## src/sv/isq_pkg.sv

```systemverilog
// ----------------------------------------------------------------------------
// isq_pkg
// Types and codes for the indexed sequence store.
// ----------------------------------------------------------------------------
package isq_pkg;

    localparam int CMD_W    = 3;
    localparam int POS_W    = 7;
    localparam int WORD_W   = 32;
    localparam int COUNT_W  = 7;
    localparam int STATUS_W = 2;

    localparam logic [CMD_W-1:0] CMD_PUSH_FRONT = 3'd0;
    localparam logic [CMD_W-1:0] CMD_PUSH_BACK  = 3'd1;
    localparam logic [CMD_W-1:0] CMD_POP_FRONT  = 3'd2;
    localparam logic [CMD_W-1:0] CMD_POP_BACK   = 3'd3;
    localparam logic [CMD_W-1:0] CMD_INSERT     = 3'd4;
    localparam logic [CMD_W-1:0] CMD_ERASE      = 3'd5;
    localparam logic [CMD_W-1:0] CMD_READ       = 3'd6;

    localparam logic [STATUS_W-1:0] ST_DONE  = 2'd0;
    localparam logic [STATUS_W-1:0] ST_FULL  = 2'd1;
    localparam logic [STATUS_W-1:0] ST_RANGE = 2'd2;

    typedef struct packed {
        logic [CMD_W-1:0]         cmd;
        logic [POS_W-1:0]         position;
        logic signed [WORD_W-1:0] value;
    } isq_in_t;

    typedef struct packed {
        logic signed [WORD_W-1:0] read_value;
        logic [COUNT_W-1:0]       count;
        logic [STATUS_W-1:0]      status;
    } isq_out_t;

    // Broadcast to every cell of the chain.
    typedef struct packed {
        logic              insert_en;
        logic              erase_en;
        logic [WORD_W-1:0] value;
    } isq_ctrl_t;

endpackage

```

## src/sv/isq_cell.sv

```systemverilog
// ----------------------------------------------------------------------------
// isq_cell
// One storage cell of the chain: holds the word at a fixed index and takes
// its lower or upper neighbor's word when the sequence shifts.
// ----------------------------------------------------------------------------
module isq_cell #(
    parameter int IDX   = 0,
    parameter int CMP_W = 7
) (
    input  logic                       aclk,
    input  isq_pkg::isq_ctrl_t         ctrl,
    input  logic [CMP_W-1:0]           target,
    input  logic [isq_pkg::WORD_W-1:0] prev_word,
    input  logic [isq_pkg::WORD_W-1:0] next_word,
    output logic [isq_pkg::WORD_W-1:0] word,
    output logic [isq_pkg::WORD_W-1:0] sel_word
);
    import isq_pkg::*;

    localparam logic [CMP_W-1:0] MY_IDX = CMP_W'(IDX);

    logic [WORD_W-1:0] word_reg;
    logic [WORD_W-1:0] word_next;

    always_comb begin
        word_next = word_reg;
        if (ctrl.insert_en) begin
            if (MY_IDX == target) begin
                word_next = ctrl.value;
            end else if (MY_IDX > target) begin
                word_next = prev_word;
            end
        end else if (ctrl.erase_en) begin
            if (MY_IDX >= target) begin
                word_next = next_word;
            end
        end
    end

    always_ff @(posedge aclk) begin
        word_reg <= word_next;
    end

    assign word     = word_reg;
    assign sel_word = (MY_IDX == target) ? word_reg : '0;

endmodule

```

## config.mk

```make
export PLATFORM = sky130hd
export DESIGN_NAME = isq_cell
export DESIGN_NICKNAME = d
export VERILOG_FILES = /design/src/sv/isq_pkg.sv /design/src/sv/isq_cell.sv
export SDC_FILE = /design/constraint.sdc
export NUM_CORES = 1
export LEC_CHECK = 0
export BUFFER_PORTS_ARGS = -buffer_cell sky130_fd_sc_hd__buf_2
export CORE_MARGIN = 5
export CORE_UTILIZATION = 40
export CTS_BUF_LIST = sky130_fd_sc_hd__clkbuf_4
export DETAILED_ROUTE_END_ITERATION = 6
export PLACE_DENSITY_LB_ADDON = 0.08
export SLEW_MARGIN = 0
export SYNTH_ARGS = -nofsm -noshare
export SYNTH_HDL_FRONTEND = slang
export SYNTH_SLANG_ARGS = --single-unit
```

## constraint.sdc

```tcl
create_clock -name aclk -period 2.44 [get_ports aclk]
set_input_delay 0.244 -clock aclk [delete_from_list [all_inputs] [get_ports aclk]]
set_output_delay 0.244 -clock aclk [all_outputs]
set_load 0.03 [all_outputs]
```

### Word level (Yosys, flattened, before mapping)

Index checks and enable logic that the tools add are counted.

| storage, ports and cells | value |
|---|---|
| logic and storage cells | 14 |
| register bits | 32 |
| input bits | 106 |
| output and inout bits | 64 |

| operators by class | value |
|---|---|
| reduce and logical (&&, ||, !) cells | 4 |
| equal/unequal tests | 1 |
| muxes and demuxes | 6 |
| order comparisons | 2 |

Operators with widths:

| kind | number |
|---|---|
| 32-bit 2-to-1 mux | 6 |
| 1-bit by 7-bit >= comparator with 1-bit output (first input constant) | 1 |
| 1-bit by 7-bit greater-than comparator with 1-bit output (first input constant) | 1 |
| 7-bit zero test | 1 |
| 2-bit nonzero test | 2 |
| 3-bit by 1-bit != test with 1-bit output (second input constant) | 1 |
| 3-bit AND reduction | 1 |

### Depth between registers and ports, before layout

| logic depth | value |
|---|---|
| word-level depth | 4 |
| depth in mapped cells | 5 |
| depth with buffers taken out | 3 |

### Least setup slack after synthesis

Ideal clock, no wire load.

| path | value |
|---|---|
| path kind | input-to-reg |
| start point | input port target[4] |
| end point | register word_reg[0], in the netlist word[0] (enable) |
| buffers on the path | 1 |
| path slack | 167 ps |
| setup time | 391 ps |
| stages on the path | 4 |
| required time | 2049 ps |
| arrival | 1882 ps |
| cell sequence | or4_4 > nor2_4 > buf_4 > o21a_1 |

| on the way | value |
|---|---|
| cells in the longest elaborated chain, start to end | 3 |
| elaborated cells between the ends (all ways) | 6 |
| classes of those cells | order compare (2); eq/ne (1); reduce/logical (3) |

RTL lines:

| what | line | text |
|---|---|---|
| from (decl) | isq_cell.sv:12 | `input logic [CMP_W-1:0] target,` |
| 1-bit by 7-bit greater-than comparator with 1-bit output, or another cell as far along | isq_cell.sv:30 | `end else if (MY_IDX > target) begin` |
| 3-bit by 1-bit != test with 1-bit output (no source line) or 2-bit nonzero test (tied branches) | n/a |  |
| 3-bit AND reduction (no source line) (*) | n/a |  |
| to (signal assigned) | isq_cell.sv:41 | `word_reg <= word_next;` |
| to (decl) | isq_cell.sv:22 | `logic [WORD_W-1:0] word_reg;` |

Mark *: on every way between the ends. The rest lies on a longest branch, timed or not.
A chain may end at the register's enable or synchronous reset.

### Worst setup path after layout

| path | value |
|---|---|
| start point | input port target[4] |
| end point | output port sel_word[1] in the netlist's numbering |

| on the way | value |
|---|---|
| cells in the longest elaborated chain, start to end | 2 |

RTL lines:

| what | line | text |
|---|---|---|
| 7-bit zero test | isq_cell.sv:45 | `assign sel_word = (MY_IDX == target) ? word_reg : '0;` |
| 32-bit 2-to-1 mux | isq_cell.sv:45 |  |
| to (decl) | isq_cell.sv:16 | `output logic [isq_pkg::WORD_W-1:0] sel_word` |

No other way between the ends.

==> flow_summary_export.csv <==
group,metric,value,unit
outcome,status,"complete, no violations",
placement,port_buffers,169,
critical_path,cpLargestDelayFamily,"buffers and inverters",
final_layout,area_growth,42.4,%
hold_path,hold_depth,2,
hold_path,holdPathEnd,"word[14]$_DFFE_PP_",
final_layout,antenna-diode-count,0,
final_layout,finalInstanceArea,3080,um2
global_routing,grt_max_degree,65,
synthesis,synth_cell_types,23,
critical_path,end_kind,"output port",
routing,drtIter0Drc,114,
routing,num_vias,2390,
hold_path,hold_start,"next_word[14]",
timing,setup_viol,0,
critical_path,required,2.20,ns
critical_path,setup.worst_path.start,"target[4]",
clocking,cts.repair.resized,0,
final_layout,largest_reg_flops,32,
floorplan,die_area,6980,um2
routing,wl_per_cell,15.9,um
routing,vias_per_cell,5.31,
synthesis,synth_nets,330,
clocking,clk_pin_slew,0.09,ns
placement,gp_congestion,0.799,
final_layout,final_core_util,0.596,
placement,postPlaceCellArea,3040,um2
clocking,htreeDepth,2,
final_layout,drive_gt1_frac,0.513,
power,p_int,0.833,mW
timing,post-route-period-util,0.682,
floorplan,core_area,5170,um2
floorplan,die_height,83.5,um
timing,worstMarginPinSlew,0.938,ns
power,p_clk_frac,0.233,
critical_path,critical_path_peak_fanout,64,
timing,slew_violations,0,
routing,wl,7160,um
power,p_leak,1.58,nW
run,drv_cap,0,
power,vdd_drop_max,0.000164,V
global_routing,grt_overflow,0,
floorplan,start_util,0.418,
global_routing,grt_pass1_vias,2320,
synthesis,syn_avg_cell_area,9.66,um2
timing,slew_headroom,0.374,
power,power_density,360,nW/um2
synthesis,seq_area_frac_synth,0.444,
clocking,clk_path_buf_depth,2,
power,p_comb_frac,0.216,
global_routing,grt_use_total,0.198,
synthesis,netlist_instances,224,
floorplan,row_count,26,
power,totalPowerFinal,1.11,mW
synthesis,syn-cell-area,2160,um2
power,sw_frac_of_total,0.249,
critical_path,cp_slowest_stage_delay,0.32,ns
critical_path,critPathArrivalTime,1.42,ns
critical_path,path_common_cell,"buf_2",
clocking,cts-buffers-inserted,5,
critical_path,crit_type,"input pin to output port",
timing,hold_viol_final,0,
timing,tns,0,ns
synthesis,ys_ff_latch,32,
floorplan,dieWidth,83.5,um
placement,dp_hpwl,5240,um
clocking,cts_tree,"yes",
critical_path,start_kind,"input pin",
synthesis,yosys_warnings,0,
clocking,root_buffer,"clkbuf_4",
routing,drc,0,
critical_path,path_cells,"buf_2, nor4_4, buf_12, and3_1, buf_2",
routing,drt_first_pass_iters,5,
timing,fmax,0.601,GHz
critical_path,cp.buffers_inverters,3,
floorplan,io_pins,170,
timing,layout_min_cycle_time,1.66,ns
hold_path,hold_class,"input pin to flip-flop",
timing,rsz0062_at_grt,"no",
power,p_seq_frac,0.552,
critical_path,crit_slowest_cell,"nor4_4",
global_routing,antenna_found_initial,0,
clocking,cts_setup_buffers,0,
global_routing,grt_first_pass_wirelength,11300,um
power,switching_power,0.277,mW
routing,ant_nets,0,
clocking,holdBufCountCts,0,
final_layout,nets,488,
clocking,cts_sinks,32,
## area by class of cell
| cell class | count | area, um2 |
|---|---|---|
| clock buffers | 5 | 37.5 |
| fillers | 488 | 2090 |
| inverters | 1 | 3.75 |
| repair buffers | 176 | 923 |
| flip-flops and latches | 32 | 961 |
| well taps | 70 | 87.6 |
| multi-input cells | 166 | 1070 |
## metal layers
layer,GRT usage,share of wire,up-vias
met3,0.0553,0.081,5
met2,0.366,0.51,107
met1,0.229,0.40,1116
met4,0.0351,0.0080,0
li1,-,-,1162
met5,0,0,-
## stage by stage
stage	hold WS, ns	setup slack [ns]	std cells
global placement	0.545	0.677	445
finish	0.217	0.775	450
floorplan	0.459	0.167	224
detailed placement	0.550	0.668	445
CTS	0.197	0.797	450
global route	0.204	0.718	450
## synthesized netlist by cell type
cell	instances	area share
buf_8	1	0.0069
nor4_4	1	0.0098
o21ai_0	4	0.0093
or4_4	1	0.0052
nand2_1	28	0.049
buf_2	2	0.0046
nor2_1	4	0.0069
nor2_4	1	0.0052
and2_1	28	0.081
o21a_1	1	0.0035
nand3_1	3	0.0069
edfxtp_1	32	0.44
a221o_2	10	0.052
nor3_2	1	0.0046
a221o_1	18	0.083
buf_4	2	0.0069
buf_6	3	0.016
a31oi_1	4	0.012
or3_1	1	0.0029
inv_1	1	0.0017
clkbuf_1	17	0.029
and3_1	32	0.093
a21oi_1	29	0.067
## worst max-delay path by stage
stage | to | slack [ns] | cells past startpoint
detailed placement | word[10]$_DFFE_PP_ | 0.67 | 5
global route | sel_word[22] | 0.72 | 5
global placement | word[10]$_DFFE_PP_ | 0.68 | 5
finish | sel_word[1] | 0.78 | 5
CTS | sel_word[1] | 0.80 | 5
floorplan | word[0]$_DFFE_PP_ | 0.17 | 4
## cell families (layout without fill, tap and decap cells)
group | count (synthesis) | in the layout | synth area share
AO/OA/AOI/OAI | 66 | 66 | 0.227
buffers and inverters | 26 | 182 | 0.0653
AND/OR/NAND/NOR | 100 | 100 | 0.264
flip-flops | 32 | 32 | 0.444
## placed cells by master, fill, tap and decap left out
| cell type | netlist | final |
|---|---|---|
| a21oi_1 | 29 | 29 |
| a221o_1 | 18 | 18 |
| a221o_2 | 10 | 10 |
| a31oi_1 | 4 | 4 |
| and2_1 | 28 | 28 |
| and3_1 | 32 | 32 |
| buf_12 | 0 | 2 |
| buf_2 | 2 | 169 |
| buf_4 | 2 | 5 |
| clkbuf_4 | 0 | 5 |
| edfxtp_1 | 32 | 32 |
| inv_1 | 1 | 1 |
| nand2_1 | 28 | 28 |
| nand3_1 | 3 | 3 |
| nor2_1 | 4 | 4 |
| nor2_4 | 1 | 1 |
| nor3_4 | 0 | 1 |
| nor4_4 | 1 | 1 |
| o21a_1 | 1 | 1 |
| o21ai_0 | 4 | 4 |
| or3_1 | 1 | 1 |
| or4_4 | 1 | 1 |
## power by group through the flow
stage	combinational, mW	clock [mW]	sequential [mW]
after floorplan	0.121	0	0.631
after global placement	0.234	0	0.626
after detailed placement	0.239	0	0.626
after CTS	0.240	0.268	0.613
after global routing	0.265	0.286	0.613
final	0.239	0.258	0.613
Note: power is estimated with default switching activity, not from simulation.
